==> config.mk <==
export PLATFORM = sky130hd
export DESIGN_NAME = audio_frame_level_meter
export DESIGN_NICKNAME = d
export VERILOG_FILES = /design/src/hdl/afl_pkg.sv /design/src/hdl/audio_frame_level_meter.sv /design/src/hdl/afl_mag.sv /design/src/hdl/afl_div.sv
export SDC_FILE = /design/constraint.sdc
export NUM_CORES = 1
export LEC_CHECK = 0
export BUFFER_PORTS_ARGS = -buffer_cell sky130_fd_sc_hd__buf_2
export CORE_ASPECT_RATIO = 0.9
export CORE_UTILIZATION = 35
export DETAILED_ROUTE_END_ITERATION = 10
export PLACE_DENSITY = 0.48
export SYNTH_ARGS = -nofsm -noshare
export SYNTH_HDL_FRONTEND = slang
export SYNTH_SLANG_ARGS = --single-unit
==> constraint.sdc <==
create_clock -name clk -period 12.6 [get_ports clk]
set_input_delay 1.26 -clock clk [delete_from_list [all_inputs] [get_ports clk]]
set_output_delay 1.26 -clock clk [all_outputs]
set_load 0.02 [all_outputs]
==> src/hdl/afl_pkg.sv <==
`timescale 1ns / 1ps

package afl_pkg;

    // Sample width modes
    localparam logic [1:0] MODE_8BIT   = 2'd0;
    localparam logic [1:0] MODE_16BIT  = 2'd1;
    localparam logic [1:0] MODE_32BIT  = 2'd2;
    localparam logic [1:0] MODE_UNUSED = 2'd3;

    // Configuration register indexes
    localparam logic REG_WIDTH_MODE = 1'b0;
    localparam logic REG_FRAMES     = 1'b1;

    localparam int SAMPLE_W  = 32;
    localparam int MAG_W     = 32;
    localparam int CFG_W     = 8;
    localparam int MODE_W    = 2;
    localparam int LEVEL_W   = 18;
    localparam int REPORT_W  = 17;
    localparam int LSUM_W    = 27;
    localparam int FCNT_W    = 8;
    localparam int DIVISOR_W = 32;
    localparam int MEAN_W    = 32;

    // Mean is scaled by 2 * 65536 before the full-scale divide
    localparam int LEVEL_SHIFT = 17;
    localparam int SCALED_W    = MEAN_W + LEVEL_SHIFT;

    localparam logic [REPORT_W-1:0] LEVEL_ONE = 17'd65536;

    localparam logic [MODE_W-1:0] RESET_MODE   = MODE_16BIT;
    localparam logic [CFG_W-1:0]  RESET_FRAMES = 8'd3;

    function automatic logic [DIVISOR_W-1:0] full_scale(input logic [MODE_W-1:0] mode);
        logic [DIVISOR_W-1:0] fs;
        case (mode)
            MODE_8BIT:  fs = 32'd127;
            MODE_16BIT: fs = 32'd32767;
            default:    fs = 32'h7FFF_FFFF;
        endcase
        return fs;
    endfunction

endpackage

==> src/hdl/audio_frame_level_meter.sv <==
`timescale 1ns / 1ps
// A sample without the frame mark is absorbed in its transfer cycle.
// A frame-end sample runs up to three divisions on one shared bit-serial divider of
// DIV_W bits (49 at the default), then the sequencing states; the report division
// runs only when a report is due, and unused mode skips the level division.
// A frame-end sample holds the input stall high until the result is registered.
// Reset: asynchronous active low; clears sums, counts, control and loads register defaults.
module audio_frame_level_meter
#(
    parameter int MAX_FRAME_SAMPLES = 1024
)
(
    input  logic                          clk,
    input  logic                          rst_n,

    input  logic                          cfg_we,
    input  logic                          cfg_index,
    input  logic [afl_pkg::CFG_W-1:0]     cfg_data,

    input  logic                          in_valid,
    output logic                          in_stall,
    input  logic signed [afl_pkg::SAMPLE_W-1:0] sample,
    input  logic                          last_in_frame,

    output logic                          out_valid,
    input  logic                          out_stall,
    output logic [afl_pkg::LEVEL_W-1:0]   frame_level,
    output logic                          report_valid,
    output logic [afl_pkg::REPORT_W-1:0]  report_level
);

    // Sample count must hold MAX_FRAME_SAMPLES itself; the sum can never wrap
    localparam int CNT_W = $clog2(MAX_FRAME_SAMPLES + 1);
    localparam int SUM_W = afl_pkg::MAG_W + CNT_W;
    localparam int DIV_W = (SUM_W > afl_pkg::SCALED_W) ? SUM_W : afl_pkg::SCALED_W;

    // Sequencer states
    localparam logic [2:0] ST_IDLE       = 3'd0;
    localparam logic [2:0] ST_MEAN       = 3'd1;
    localparam logic [2:0] ST_MEAN_WAIT  = 3'd2;
    localparam logic [2:0] ST_LEVEL_WAIT = 3'd3;
    localparam logic [2:0] ST_ACCUM      = 3'd4;
    localparam logic [2:0] ST_CHECK      = 3'd5;
    localparam logic [2:0] ST_REP_WAIT   = 3'd6;
    localparam logic [2:0] ST_OUT        = 3'd7;

    logic [2:0] state_reg, state_next;

    // Configuration
    logic [afl_pkg::MODE_W-1:0] mode_reg;
    logic [afl_pkg::CFG_W-1:0]  frames_reg;

    // Accumulators
    logic [SUM_W-1:0]            abs_sum_reg, abs_sum_next;
    logic [CNT_W-1:0]            count_reg, count_next;
    logic [afl_pkg::LSUM_W-1:0]  level_sum_reg, level_sum_next;
    logic [afl_pkg::FCNT_W-1:0]  frame_count_reg, frame_count_next;

    // Per-frame working values
    logic [afl_pkg::LEVEL_W-1:0]  level_reg, level_next;
    logic                         rep_valid_reg, rep_valid_next;
    logic [afl_pkg::REPORT_W-1:0] rep_level_reg, rep_level_next;

    // Output register
    logic                         out_valid_reg, out_valid_next;
    logic [afl_pkg::LEVEL_W-1:0]  out_level_reg, out_level_next;
    logic                         out_rep_valid_reg, out_rep_valid_next;
    logic [afl_pkg::REPORT_W-1:0] out_rep_level_reg, out_rep_level_next;

    // Shared divider
    logic                          div_start;
    logic [DIV_W-1:0]              div_dividend;
    logic [afl_pkg::DIVISOR_W-1:0] div_divisor;
    logic                          div_done;
    logic [DIV_W-1:0]              div_quo;

    logic [afl_pkg::MAG_W-1:0]  mag;
    logic [afl_pkg::MEAN_W-1:0] mean;
    logic [afl_pkg::CFG_W-1:0]  frames_eff;
    logic                       in_xfer;
    logic                       out_free;

    afl_mag u_mag
    (
        .sample    (sample),
        .mode      (mode_reg),
        .magnitude (mag)
    );

    afl_div #(.DIVIDEND_W(DIV_W)) u_div
    (
        .clk      (clk),
        .rst_n    (rst_n),
        .start    (div_start),
        .dividend (div_dividend),
        .divisor  (div_divisor),
        .done     (div_done),
        .quotient (div_quo)
    );

    assign in_stall = (state_reg != ST_IDLE);
    assign in_xfer  = in_valid && !in_stall;
    // The output slot is free when empty or being drained this cycle
    assign out_free = !out_valid_reg || !out_stall;

    // Mean of magnitudes never exceeds 2^31, so the low 32 quotient bits hold it
    assign mean = div_quo[afl_pkg::MEAN_W-1:0];

    // A report length of zero behaves as one
    assign frames_eff = (frames_reg == '0) ? afl_pkg::CFG_W'(1) : frames_reg;

    always_comb
    begin
        state_next         = state_reg;
        abs_sum_next       = abs_sum_reg;
        count_next         = count_reg;
        level_sum_next     = level_sum_reg;
        frame_count_next   = frame_count_reg;
        level_next         = level_reg;
        rep_valid_next     = rep_valid_reg;
        rep_level_next     = rep_level_reg;
        out_valid_next     = out_valid_reg && out_stall;
        out_level_next     = out_level_reg;
        out_rep_valid_next = out_rep_valid_reg;
        out_rep_level_next = out_rep_level_reg;
        div_start          = 1'b0;
        div_dividend       = '0;
        div_divisor        = '0;

        case (state_reg)
            ST_IDLE:
            begin
                if (in_xfer)
                begin
                    // Drop samples past the frame limit; the frame mark still ends the frame
                    if (count_reg < CNT_W'(MAX_FRAME_SAMPLES))
                    begin
                        abs_sum_next = abs_sum_reg + SUM_W'(mag);
                        count_next   = count_reg + CNT_W'(1);
                    end
                    if (last_in_frame)
                    begin
                        state_next = ST_MEAN;
                    end
                end
            end
            ST_MEAN:
            begin
                // Divider has the operands latched; clear the frame sums now
                div_start    = 1'b1;
                div_dividend = DIV_W'(abs_sum_reg);
                div_divisor  = afl_pkg::DIVISOR_W'(count_reg);
                abs_sum_next = '0;
                count_next   = '0;
                state_next   = ST_MEAN_WAIT;
            end
            ST_MEAN_WAIT:
            begin
                if (div_done)
                begin
                    if (mode_reg == afl_pkg::MODE_UNUSED)
                    begin
                        level_next = '0;
                        state_next = ST_ACCUM;
                    end
                    else
                    begin
                        div_start    = 1'b1;
                        div_dividend = DIV_W'({mean, {afl_pkg::LEVEL_SHIFT{1'b0}}});
                        div_divisor  = afl_pkg::full_scale(mode_reg);
                        state_next   = ST_LEVEL_WAIT;
                    end
                end
            end
            ST_LEVEL_WAIT:
            begin
                if (div_done)
                begin
                    level_next = div_quo[afl_pkg::LEVEL_W-1:0];
                    state_next = ST_ACCUM;
                end
            end
            ST_ACCUM:
            begin
                level_sum_next   = level_sum_reg + afl_pkg::LSUM_W'(level_reg);
                frame_count_next = frame_count_reg + afl_pkg::FCNT_W'(1);
                state_next       = ST_CHECK;
            end
            ST_CHECK:
            begin
                // Report when the count reaches the length, or on count wrap
                if ((frame_count_reg >= frames_eff) || (frame_count_reg == '0))
                begin
                    div_start    = 1'b1;
                    div_dividend = DIV_W'(level_sum_reg);
                    div_divisor  = afl_pkg::DIVISOR_W'(frames_eff);
                    state_next   = ST_REP_WAIT;
                end
                else
                begin
                    rep_valid_next = 1'b0;
                    rep_level_next = '0;
                    state_next     = ST_OUT;
                end
            end
            ST_REP_WAIT:
            begin
                if (div_done)
                begin
                    rep_valid_next = 1'b1;
                    // Clamp the average to 1.0
                    if (div_quo > DIV_W'(afl_pkg::LEVEL_ONE))
                    begin
                        rep_level_next = afl_pkg::LEVEL_ONE;
                    end
                    else
                    begin
                        rep_level_next = div_quo[afl_pkg::REPORT_W-1:0];
                    end
                    level_sum_next   = '0;
                    frame_count_next = '0;
                    state_next       = ST_OUT;
                end
            end
            ST_OUT:
            begin
                // Hold the result until the output register can take it
                if (out_free)
                begin
                    out_valid_next     = 1'b1;
                    out_level_next     = level_reg;
                    out_rep_valid_next = rep_valid_reg;
                    out_rep_level_next = rep_level_reg;
                    state_next         = ST_IDLE;
                end
            end
            default:
            begin
                state_next = ST_IDLE;
            end
        endcase
    end

    // Control state and accumulators
    always_ff @(posedge clk or negedge rst_n)
    begin
        if (!rst_n)
        begin
            state_reg       <= ST_IDLE;
            mode_reg        <= afl_pkg::RESET_MODE;
            frames_reg      <= afl_pkg::RESET_FRAMES;
            abs_sum_reg     <= '0;
            count_reg       <= '0;
            level_sum_reg   <= '0;
            frame_count_reg <= '0;
            out_valid_reg   <= 1'b0;
        end
        else
        begin
            state_reg       <= state_next;
            abs_sum_reg     <= abs_sum_next;
            count_reg       <= count_next;
            level_sum_reg   <= level_sum_next;
            frame_count_reg <= frame_count_next;
            out_valid_reg   <= out_valid_next;
            if (cfg_we)
            begin
                case (cfg_index)
                    afl_pkg::REG_WIDTH_MODE: mode_reg   <= cfg_data[afl_pkg::MODE_W-1:0];
                    afl_pkg::REG_FRAMES:     frames_reg <= cfg_data;
                    default:                 frames_reg <= frames_reg;
                endcase
            end
        end
    end

    // Payload registers
    always_ff @(posedge clk)
    begin
        level_reg         <= level_next;
        rep_valid_reg     <= rep_valid_next;
        rep_level_reg     <= rep_level_next;
        out_level_reg     <= out_level_next;
        out_rep_valid_reg <= out_rep_valid_next;
        out_rep_level_reg <= out_rep_level_next;
    end

    assign out_valid    = out_valid_reg;
    assign frame_level  = out_level_reg;
    assign report_valid = out_rep_valid_reg;
    assign report_level = out_rep_level_reg;

endmodule

==> src/hdl/afl_mag.sv <==
`timescale 1ns / 1ps

module afl_mag
(
    input  logic [afl_pkg::SAMPLE_W-1:0] sample,
    input  logic [afl_pkg::MODE_W-1:0]   mode,
    output logic [afl_pkg::MAG_W-1:0]    magnitude
);

    logic [afl_pkg::SAMPLE_W:0] ext;
    logic [afl_pkg::SAMPLE_W:0] pos;

    // Sign-extend the low bits of the selected width to 33 bits
    always_comb
    begin
        case (mode)
            afl_pkg::MODE_8BIT:  ext = {{25{sample[7]}}, sample[7:0]};
            afl_pkg::MODE_16BIT: ext = {{17{sample[15]}}, sample[15:0]};
            default:             ext = {sample[31], sample};
        endcase
        pos = ext[afl_pkg::SAMPLE_W] ? (~ext + 33'd1) : ext;
    end

    // Most negative value gives 2^(w-1), which still fits in 32 bits
    assign magnitude = pos[afl_pkg::MAG_W-1:0];

endmodule

==> src/hdl/afl_div.sv <==
`timescale 1ns / 1ps

module afl_div
#(
    parameter int DIVIDEND_W = 49
)
(
    input  logic                           clk,
    input  logic                           rst_n,
    input  logic                           start,
    input  logic [DIVIDEND_W-1:0]          dividend,
    input  logic [afl_pkg::DIVISOR_W-1:0]  divisor,
    output logic                           done,
    output logic [DIVIDEND_W-1:0]          quotient
);

    localparam int DW  = afl_pkg::DIVISOR_W;
    localparam int CNT_W = $clog2(DIVIDEND_W + 1);

    logic             busy_reg, busy_next;
    logic             done_reg, done_next;
    logic [CNT_W-1:0] cnt_reg, cnt_next;

    logic [DIVIDEND_W-1:0] quo_reg, quo_next;
    logic [DW-1:0]         rem_reg, rem_next;
    logic [DW-1:0]         dvs_reg, dvs_next;

    logic [DW:0] rem_shift;
    logic [DW:0] diff;
    logic        fits;

    // One restoring step per cycle while busy, quotient bit shifted in at the bottom
    always_comb
    begin
        rem_shift = {rem_reg, quo_reg[DIVIDEND_W-1]};
        diff      = rem_shift - {1'b0, dvs_reg};
        fits      = ~diff[DW];

        busy_next = busy_reg;
        done_next = 1'b0;
        cnt_next  = cnt_reg;
        quo_next  = quo_reg;
        rem_next  = rem_reg;
        dvs_next  = dvs_reg;

        if (start)
        begin
            busy_next = 1'b1;
            cnt_next  = CNT_W'(DIVIDEND_W);
            quo_next  = dividend;
            rem_next  = '0;
            dvs_next  = divisor;
        end
        else if (busy_reg)
        begin
            quo_next = {quo_reg[DIVIDEND_W-2:0], fits};
            rem_next = fits ? diff[DW-1:0] : rem_shift[DW-1:0];
            cnt_next = cnt_reg - CNT_W'(1);
            if (cnt_reg == CNT_W'(1))
            begin
                busy_next = 1'b0;
                done_next = 1'b1;
            end
        end
    end

    always_ff @(posedge clk or negedge rst_n)
    begin
        if (!rst_n)
        begin
            busy_reg <= 1'b0;
            done_reg <= 1'b0;
            cnt_reg  <= '0;
        end
        else
        begin
            busy_reg <= busy_next;
            done_reg <= done_next;
            cnt_reg  <= cnt_next;
        end
    end

    always_ff @(posedge clk)
    begin
        quo_reg <= quo_next;
        rem_reg <= rem_next;
        dvs_reg <= dvs_next;
    end

    assign done     = done_reg;
    assign quotient = quo_reg;

endmodule
==> results of run 1 <==
metal layers:
metal | global-route usage (%) | up-vias
met4 | 6.012 | 0
met1 | 27.95 | 6478
met3 | 2.621 | 69
met2 | 28.67 | 335
met5 | 0 | -
li1 | - | 6678
cells in the final DEF, fill, tap and decap left out, types with 10 or more instances in the layout:
cell type,n
nand2_1,170
nor2_1,163
edfxtp_1,134
a21oi_1,124
o21ai_0,120
dfrtp_1,107
ha_1,105
buf_2,83
inv_1,70
xor2_1,59
xnor2_1,51
and2_1,40
nand3_1,39
a21o_1,37
a221o_1,35
clkbuf_16,35
dfxtp_1,32
and3_1,30
nand2b_1,26
nor3_1,23
a22o_1,21
nor4_1,19
nor2b_1,19
nand4_1,19
a211oi_1,19
o21a_1,17
a22oi_1,17
buf_4,15
mux2i_1,13
or3_1,13
o211ai_1,13
a311oi_1,12
o21bai_1,11
a31oi_1,10
final timing paths:
| check | slack [ps] | from | to |
|---|---|---|---|
| worst max-delay path | 7390 | mode_reg[0] | abs_sum_reg[30] |
| worst min-delay path | 420 | rep_level_reg[5] | report_level[5] |
| worst max register to register | 7390 | mode_reg[0] | abs_sum_reg[30] |
| worst min register to register | 420 | rep_level_reg[5] | report_level[5] |
| max in group asynchronous | 10360 | rst_n | u_div.busy_reg |
| min in group asynchronous | 800 | rst_n | frame_count_reg[3] |
through the flow:
step                instances  power, uW
finish                   2488       2183
global route             2487       2268
CTS                      2487       2209
detailed placement       2426       1172
global placement         2426       1171
floorplan                1787       1109
worst reg2reg max path, cell delays in order (launching register included):
cell and delay (ps):
dfstp_2 540, inv_1 70, ha_1 390, and2_1 340
a21oi_1 340, nand2_1 120, o21ai_0 160, buf_4 260
nor2_1 70, xor2_1 140, ha_1 330, nor2b_1 170
o31a_1 260, o21ai_1 290, nand2_1 100, a2111oi_0 650
o21ai_0 300, o21ai_0 290, xor2_1 160, o21ai_0 80
kinds of logic (layout without fill, tap and decap cells):
family	after synthesis	in the layout
AO/OA/AOI/OAI	523	523
XOR/XNOR	110	110
adder cells (fa/ha/maj)	108	108
buffers and inverters	154	230
flip-flops	277	277
multiplexers	25	25
other	0	1
AND/OR/NAND/NOR	590	590
power breakdown:
group | leakage (uW) | internal (uW) | total (uW) | switching (uW)
sequential | 0.00291 | 946 | 951 | 5.10
combinational | 0.00455 | 75.6 | 204 | 128
clock | 0.000567 | 637 | 1030 | 390
cell type report:
cell class,instances,area (um2)
inverter,71,266.5
clock inverter,13,195.2
multi-input combinational,1356,9117
sequential,277,7447
clock buffer,48,964.7
tap,624,780.7
fill,4793,28810
antenna,1,2.502
timing repair buffer,98,528.0
==> metrics.md, run 1 <==
| Metric | Value |
|---|---|
| Syn nets | `1942` |
| DP Wirelength | `33900 um` |
| Number of synthesized flops with an enable pin | `134` |
| Setup CP Type | `register to register` |
| Initial cell density of the core | `35.59%` |
| Most numerous cell in the Yosys netlist | `nand2_1` |
| Worst setup margin | `7386 ps` |
| YS warnings | `0` |
| Pwr Density | `113.1 nW/um2` |
| Arrival @ worst endpoint | `5570 ps` |
| Count of final max-slew check failures | `0` |
| Critical Path Start Type | `register` |
| DRC viols | `0` |
| Clk root buf | `clkbuf_16` |
| Period utilization | `41.38%` |
| Synth top area share | `23.50%` |
| Final setup viols | `0` |
| Nets | `1993` |
| Synth Instances | `1787` |
| CTS tree | `yes` |
| Avg Synthesized Cell Area | `9.582 um2` |
| Die X | `235.2 um` |
| First-pass GRT wire length | `75240 um` |
| Crit path max-delay family | `compound AO/OA/AOI/OAI gates` |
| Die ar. | `49820 um2` |
| Port Buffers | `84` |
| Skew final | `18.81 ps` |
| Avg WL per Cell | `19.12 um` |
| Core Util, Final | `40.12%` |
| CP Buf/Inv Count | `2` |
| Final hold violations | `0` |
| Met2 WL | `20220 um` |
| Highest metal used | `met4` |
| Clock Path Buffers | `3` |
| Peak VDD IR | `0.07284 mV` |
| Leak pwr | `0.008023 uW` |
| Placer Congestion | `0.8638` |
| Post-Syn Area | `17120 um2` |
| Relative slew slack | `20.99%` |
| Status | `finished, final reports clean` |
| Unrepaired setup endpoints after global routing | `no` |
| Share of cells above drive strength 1 | `11.06%` |
| Min Hold Slack | `418.7 ps` |
| Flops & latches, synth | `277` |
| Worst Path Required | `12960 ps` |
| Worst-margin pin slew | `1155 ps` |
| Post-CTS Resized | `0` |
| Post-synth top area cell | `edfxtp_1` |
| Async SR Flop Fraction | `40.07%` |
| Largest net degree at the start of global routing | `62` |
| Initial DRC Count | `1039` |
| Post-DR vias/cell | `5.450` |
| Cells on worst reg2reg path | `19` |
| Clock Pin Slew Worst Setup and Hold Paths | `60 ps` |
| Top cells by count, synth | `171 x nand2_1, 163 x nor2_1, 134 x edfxtp_1` |
| Top cells by area, synth | `edfxtp_1 23%, dfrtp_1 16%, ha_1 7.7%` |
| Fin area | `19300 um2` |
| Post-synthesis sequential area ratio | `43.48%` |
| Largest family of logic cells by synthesized area | `compound AO/OA/AOI/OAI gates` |
| Metal-1 WL | `23830 um` |
| Most used cell, CP | `o21ai_0` |
| Vias in the first global route | `13140` |
| CTS hold repair buffers | `0` |
| Final WL | `47570 um` |
| Layout area overhead | `12.72%` |
| Crit. path cell count | `19` |
| Max frequency | `191.8 MHz` |
| GRT Residual Overflow | `0` |
| Num CTS Buffers | `34` |
| Clk Latency, worst-skew pair | `520 ps` |
| DR pass1 iterations | `5` |
| Num Clock Sinks | `277` |
| Min Tclk post-route | `5214 ps` |
| I/O pin cnt | `85` |
| Dpl ws | `6929 ps` |
| Top_reg_cell synth | `edfxtp_1` |
| Compound-cell area share of the yosys netlist | `21.05%` |
| Metal3 WL | `2287 um` |
| TNS Setup | `0 ps` |
| Post-Synth Adder-Cell Area | `8.023%` |
| Yosys cell types | `90` |
| Hold Crit Depth | `0` |
| Slowest cell on the critical path | `a2111oi_0` |
| Tightest Hold Check Type | `register to register` |
| Worst path cell trace | `inv_1, ha_1, and2_1, a21oi_1, nand2_1, o21ai_0, buf_4, nor2_1, xor2_1, ha_1, nor2b_1, o31a_1, o21ai_1, nand2_1, a2111oi_0, o21ai_0, o21ai_0, xor2_1, o21ai_0` |
| Crit Path Max Fanout | `12` |
| Routed Antenna Nets | `0` |
| Post-Synth XOR/XNOR Area | `5.626%` |
| # rows | `76` |
| CORE AREA | `48120 um2` |
| Placed inst area | `18140 um2` |
| Antenna violations before repair | `2` |
| Vias | `13560` |
| Post-Synth Simple-Gate Area | `16.57%` |
| Max reg flops | `49` |
| Max stage delay on crit path | `650 ps` |
| Die height | `211.8 um` |
| Max-cap viol count | `0` |
| CTS HTree Levels | `2` |
| Setup Fix Bufs, Post-CTS | `0` |
| Crit path capture type | `register` |
| GR Util All Layers | `19.01%` |
| Mux share of post-synthesis cell area | `1.659%` |
Power figures use the tool's default switching activity.
==> inputs of run 2 (changes only) <==
- PLACE_DENSITY: 0.48 -> 0.5
- clock period: 12.6 -> 4.4 ns (I/O delays scaled with it)
==> run 2 against run 1 <==
  * Worst hold slack got worse by 400 ps
  * First-iteration DRC count rose by 17%
  * Non-clock buffer count rose by 85
  * Via count rose by 2.5%
  * Global-route usage rose by 0.18 points
  * Clock power rose to 2.8 times the previous value
  * Maximum frequency rose by 25%
  * Final cell count rose by 3.5%
  * Combinational power rose to 3.7 times the previous value
  * Critical path depth fell by 1
  * Critical endpoint is now abs_sum_reg[39]
  * Highest routed layer unchanged
==> metrics.md, run 2 (synthesized netlist as in run 1, its figures left out) <==
| Metric | Value |
|---|---|
| Commonest non-fill, non-tap cell in the layout | `nand2_1` |
| Worst path cell trace | `inv_1, ha_4, or2_4, nand2_2, o21ai_4, buf_4, a21oi_1, mux2i_1, nor2_1, ha_1, and3_4, a221oi_2, o21ai_2, a41o_1, a41o_2, o211ai_4, mux2_4, nor4_2` |
| DP Wirelength | `34670 um (+2.3%)` |
| Relative slew slack | `26.36% (+5.4 points)` |
| Clk Latency, worst-skew pair | `550 ps (+30 ps)` |
| Max frequency | `240.7 MHz (+25%)` |
| Critical Path Start Type | `register` |
| GR Util All Layers | `19.20% (+0.18 points)` |
| Initial cell density of the core | `35.59% (unchanged)` |
| Pwr Density | `315.6 nW/um2 (+180%)` |
| Share of cells above drive strength 1 | `16.35% (+5.3 points)` |
| Crit Path Max Fanout | `7 (-5)` |
| Final setup viols | `0 (unchanged)` |
| Worst-margin pin slew | `1105 ps (-50.66 ps)` |
| Period utilization | `94.43% (+53 points)` |
| Worst Path Required | `4860 ps (-8100 ps)` |
| Final hold violations | `0 (unchanged)` |
| Routed Antenna Nets | `0 (unchanged)` |
| N_diodes | `0 (-1)` |
| Crit path capture type | `register` |
| Vias | `13900 (+2.5%)` |
| Placed inst area | `18800 um2 (+3.6%)` |
| Clock Path Buffers | `3 (unchanged)` |
| Slowest cell on the critical path | `dfstp_2` |
| TNS Setup | `0 ps (unchanged)` |
| Die ar. | `49820 um2 (unchanged)` |
| Antenna violations before repair | `0 (-2)` |
| Most frequent cells in the layout | `169 x nand2_1, 161 x nor2_1, 134 x edfxtp_1` |
| Leak pwr | `0.008443 uW (+5.2%)` |
| DR pass1 iterations | `5 (unchanged)` |
| First-pass GRT wire length | `75740 um (+0.67%)` |
| Count of final max-slew check failures | `0 (unchanged)` |
| Min Tclk post-route | `4155 ps (-1059 ps)` |
| Cells on worst reg2reg path | `18 (-1)` |
| Placer Congestion | `0.8746 (+1.3%)` |
| Critical path origin | `mode_reg[0]` |
| DRC viols | `0 (unchanged)` |
| Status | `finished, final reports clean` |
| Skew final | `14.03 ps (-4.775 ps)` |
| Fin area | `20100 um2 (+4.1%)` |
| Crit. path cell count | `18 (-1)` |
| Arrival @ worst endpoint | `4610 ps (-960 ps)` |
| Clk root buf | `clkbuf_16` |
| Initial DRC Count | `1212 (+17%)` |
| Max reg flops | `49 (unchanged)` |
| Post-DR vias/cell | `5.400 (-0.93%)` |
| CTS HTree Levels | `2 (unchanged)` |
| CTS tree | `yes` |
| CORE AREA | `48120 um2 (unchanged)` |
| Setup CP Type | `register to register` |
| I/O pin cnt | `85 (unchanged)` |
| Final WL | `47870 um (+0.63%)` |
| Die X | `235.2 um (unchanged)` |
| Largest net degree at the start of global routing | `62 (unchanged)` |
| GRT Residual Overflow | `0 (unchanged)` |
| Tot Pwr | `6343 uW (+190%)` |
| Peak VDD IR | `0.2173 mV (+200%)` |
| Num Clock Sinks | `277 (unchanged)` |
| Die height | `211.8 um (unchanged)` |
| CTS hold repair buffers | `0 (unchanged)` |
| Max stage delay on crit path | `530 ps (-120 ps)` |
| Clock Pin Slew Worst Setup and Hold Paths | `60 ps (about the same)` |
| Nets | `2079 (+4.3%)` |
| # rows | `76 (unchanged)` |
| Max-cap viol count | `0 (unchanged)` |
| Avg WL per Cell | `18.59 um (-2.8%)` |
| Layout area overhead | `17.37%` |
| FF-to-FF Start | `mode_reg[0]` |
| Vias in the first global route | `13290 (+1.1%)` |
| Num CTS Buffers | `35 (+2.9%)` |
| CP Buf/Inv Count | `2 (unchanged)` |
| Tightest Hold Check Type | `input pin to asynchronous set/reset pin` |
| Port Buffers | `84 (unchanged)` |
| Crit path max-delay family | `compound AO/OA/AOI/OAI gates` |
==> run 2: cell count changes in the layout (fill, tap and decap cells not counted), moves of 5 or more <==
cell,delta
buf_4,+82
clkbuf_1,-5
o21ai_0,-5
ha_1,-5
a21oi_2,+5
clkinv_1,+5
a21oi_1,-5
==> run 2: worst paths after layout <==
kind	to	slack (ps)
min	frame_count_reg[6]	20
min in group clk	frames_reg[5]	130
max	abs_sum_reg[39]	250
min reg2reg	report_level[14]	420
max reg2reg	abs_sum_reg[39]	250
max in group asynchronous	abs_sum_reg[7]	3420
==> run 2: power by group <==
part / leakage [uW] / switching [uW] / internal, uW
clock: 0.000554 / 1180 / 1690
sequential: 0.00291 / 17.0 / 2710
combinational: 0.00498 / 413 / 334
total: 0.00844 / 1610 / 4740
==> run 2: what timing repair did <==
action | in CTS | in global routing
pin swaps | 0 | 7
endpoints found under the setup margin | 7 | 19
buffers inserted | 0 | 3
resized for setup | 3 | 30
==> run 2: area by class of cell <==
class	count	area (um2)
repair buffers	183	1204
multi-input cells	1356	9248
flip-flops and latches	277	7447
inverters	71	266.5
fillers	4674	28020
clock inverters	23	234.0
well taps	624	780.7
clock buffers	41	918.4
==> run 2: through the flow <==
stage	utilization (%)	hold slack (ps)	instances	worst slack, ps
3_3_place_gp	39.07	405.4	2508	-78.56
6_report	41.77	16.22	2575	245.1
3_5_place_dp	39.07	405.7	2508	-120.7
2_1_floorplan	-	144.4	1787	27.41
5_1_grt	41.77	61.50	2575	-9.610
4_1_cts	41.48	32.26	2572	40.24
==> run 2: metal layers <==
layer | part of all wire [%] | vias up | global-route usage, %
met5 | 0 | - | 0
met3 | 4.3 | 44 | 2.399
met1 | 51 | 6715 | 28.48
met2 | 44 | 292 | 29.78
li1 | - | 6853 | -
met4 | 1.4 | 0 | 3.947
==> inputs of run 3 (changes only) <==
- PLACE_DENSITY: 0.5 -> 0.48
- clock period: 4.4 -> 4.7 ns (I/O delays scaled with it)
==> run 3 against run 2 <==
  * Combinational power shrank 20%
  * Routed wire length grew 0.32%
  * First-iteration DRC count shrank 20%
  * Utilization shrank 1.2 points
  * Largest cell class unchanged
==> metrics.md, run 3 (synthesized netlist as in run 1, its figures left out) <==
| Metric | Value |
|---|---|
| CTS HTree Levels | `2 (unchanged)` |
| Max frequency | `218.9 MHz (-9.1%)` |
| Crit Path Max Fanout | `9 (+2)` |
| Antenna violations before repair | `2 (+2)` |
| Pwr Density | `293.5 nW/um2 (-7.0%)` |
| Arrival @ worst endpoint | `5000 ps (+390 ps)` |
| # rows | `76 (unchanged)` |
| Crit path capture type | `register` |
| CTS tree | `yes` |
| DRC viols | `0 (unchanged)` |
| Final hold violations | `0 (unchanged)` |
| Sw frac | `24.98% (-0.36 points)` |
| Comb pwr share | `10.4% (-1.4 points)` |
| Nets | `2023 (-2.7%)` |
| Avg WL per Cell | `19.07 um (+2.6%)` |
| Die height | `211.8 um (unchanged)` |
| Clock Power Share | `45.0% (-0.2 points)` |
| First-pass GRT wire length | `75220 um (-0.69%)` |
| GR Util All Layers | `19.25% (+0.055 points)` |
| GRT Residual Overflow | `0 (unchanged)` |
| Status | `finished, final reports clean` |
| Num Clock Sinks | `277 (unchanged)` |
| Net Sw Power | `1430 uW (-11%)` |
| Worst path cell trace | `inv_1, ha_2, buf_4, and2_1, a21oi_1, nand2_1, o21ai_0, buf_4, buf_4, nor2_1, nand3_1, o21ai_0, ha_1, a21o_1, a221oi_2, o21ai_2, a41o_1, a41o_2, o211ai_4, mux2_4, nor4_2` |
| Leak pwr | `0.008150 uW (-3.5%)` |
| Largest net degree at the start of global routing | `68 (+9.7%)` |
| Max stage delay on crit path | `550 ps (+20 ps)` |
| Slowest cell on the critical path | `dfstp_2` |
| Clock Pin Slew Worst Setup and Hold Paths | `60 ps (about the same)` |
| DP Wirelength | `34660 um (about the same)` |
| Final setup viols | `0 (unchanged)` |
| Placed cells | `2455 (-2.1%)` |
| Peak VDD IR | `0.1920 mV (-12%)` |
| Most frequent cells in the layout | `170 x nand2_1, 162 x nor2_1, 134 x edfxtp_1` |
| CP Buf/Inv Count | `4 (+2)` |
| DR pass1 iterations | `5 (unchanged)` |
| Clk Latency, worst-skew pair | `540 ps (about the same)` |
| Tightest Hold Check Type | `input pin to asynchronous set/reset pin` |
| Min Tclk post-route | `4569 ps (+414.2 ps)` |
| Critical Path Start Type | `register` |
| Non-Filler Instances | `2518 (-2.2%)` |
| Period utilization | `97.21% (+2.8 points)` |
| Commonest non-fill, non-tap cell in the layout | `nand2_1` |
| Worst-margin pin slew | `1160 ps (+55.58 ps)` |
| I/O pin cnt | `85 (unchanged)` |
| Die X | `235.2 um (unchanged)` |
| Placer Congestion | `0.8688 (-0.66%)` |
| Min Hold Slack | `2.431 ps (-13.79 ps)` |
| CORE AREA | `48120 um2 (unchanged)` |
| Clock Path Buffers | `3 (unchanged)` |
| Layout area overhead | `13.94%` |
| Worst Path Required | `5130 ps (+270 ps)` |
| Skew final | `11.73 ps (-2.299 ps)` |
| Vias | `13710 (-1.4%)` |
| Post-DR vias/cell | `5.446 (+0.86%)` |
| Final WL | `48020 um (+0.32%)` |
| Count of final max-slew check failures | `0 (unchanged)` |
| Relative slew slack | `22.49% (-3.9 points)` |
| Initial cell density of the core | `35.59% (unchanged)` |
| Die ar. | `49820 um2 (unchanged)` |
| Port Buffers | `84 (unchanged)` |
| Initial DRC Count | `970 (-20%)` |
| Sequential power share | `44.6% (+1.6 points)` |
| Cell Int Power | `4296 uW (-9.3%)` |
| Clk root buf | `clkbuf_16` |
| Vias in the first global route | `13080 (-1.5%)` |
| CTS hold repair buffers | `0 (unchanged)` |
| Crit path max-delay family | `compound AO/OA/AOI/OAI gates` |
| Unrepaired setup endpoints after global routing | `yes` |
| Most used cell, CP | `buf_4` |
| Share of cells above drive strength 1 | `13.05% (-3.3 points)` |
| Num CTS Buffers | `34 (-2.9%)` |
| Setup CP Type | `register to register` |
| Routed Antenna Nets | `0 (unchanged)` |
| Max reg flops | `49 (unchanged)` |
| Max-cap viol count | `0 (unchanged)` |
-- run 3: cell types whose count changed in the layout (fill, tap and decap cells not counted), sizes merged --
| cell | delta |
|---|---|
| clkbuf | +2 |
| diode | +1 |
| clkinv | -3 |
| clkinvlp | -1 |
| bufinv | -1 |
| buf | -55 |
-- run 3: repair_timing --
action,in CTS,in global routing
pin swaps,0,3
endpoints found under the setup margin,1,15
buffers inserted,0,1
resized for setup,1,11
-- run 3: final timing paths --
path | cells past startpoint | slack [ps] | end | start
hold reg to reg | 0 | 420 | report_level[8] | rep_level_reg[8]
setup reg to reg | 21 | 130 | abs_sum_reg[39] | mode_reg[0]
min in group clk | 2 | 170 | frames_reg[6] | cfg_data[6]
max in group asynchronous | 2 | 3850 | mode_reg[0] | rst_n
setup / recovery | 21 | 130 | abs_sum_reg[39] | mode_reg[0]
hold / removal | 1 | 2 | frame_count_reg[7] | rst_n
-- run 3: per-layer routing --
layer / GRT usage, % / vias up / share of wire (%)
met5: 0 / - / 0
met4: 6.420 / 0 / 2.4
met3: 2.269 / 55 / 4.2
met2: 29.06 / 312 / 43
met1: 28.41 / 6624 / 51
li1: - / 6722 / -
-- run 3: cell type report --
| class | instances | area [um2] |
|---|---|---|
| inverter | 71 | 266.5 |
| antenna | 1 | 2.502 |
| timing repair buffer | 128 | 778.2 |
| fill | 4781 | 28600 |
| clock inverter | 18 | 148.9 |
| multi-input combinational | 1356 | 9151 |
| tap | 624 | 780.7 |
| sequential | 277 | 7447 |
| clock buffer | 43 | 935.9 |
-- run 3: metrics by stage --
| step | utilization [%] | TNS (ps) | setup WS [ps] | instance area [um2] | power [uW] |
|---|---|---|---|---|---|
| CTS | 40.47 | 0 | 9.049 | 19470 | 5802 |
| global placement | 38.20 | 0 | 62.91 | 18380 | 3186 |
| detailed placement | 38.20 | -33.65 | -33.65 | 18380 | 3191 |
| finish | 40.55 | 0 | 130.9 | 19510 | 5726 |
| floorplan | - | 0 | 38.15 | 17120 | 2974 |
| global route | 40.55 | -74.78 | -74.78 | 19510 | 5952 |
-- run 3: power groups by stage --
stage	sequential (uW)	clock, uW	combinational (uW)
finish	2550	2580	596
CTS	2550	2660	592
global route	2550	2740	662
detailed placement	2600	0	589
floorplan	2590	0	381
global placement	2600	0	585
-- run 3: worst reg2reg max path, stage by stage, from the launching register on --
cell and delay (ps):
dfstp_2 550, inv_1 70, ha_2 220, buf_4 150, and2_1 160, a21oi_1 160
nand2_1 90, o21ai_0 70, buf_4 190, buf_4 160, nor2_1 60, nand3_1 60
o21ai_0 100, ha_1 370, a21o_1 200, a221oi_2 290, o21ai_2 120, a41o_1 310
a41o_2 350, o211ai_4 230, mux2_4 330, nor4_2 250
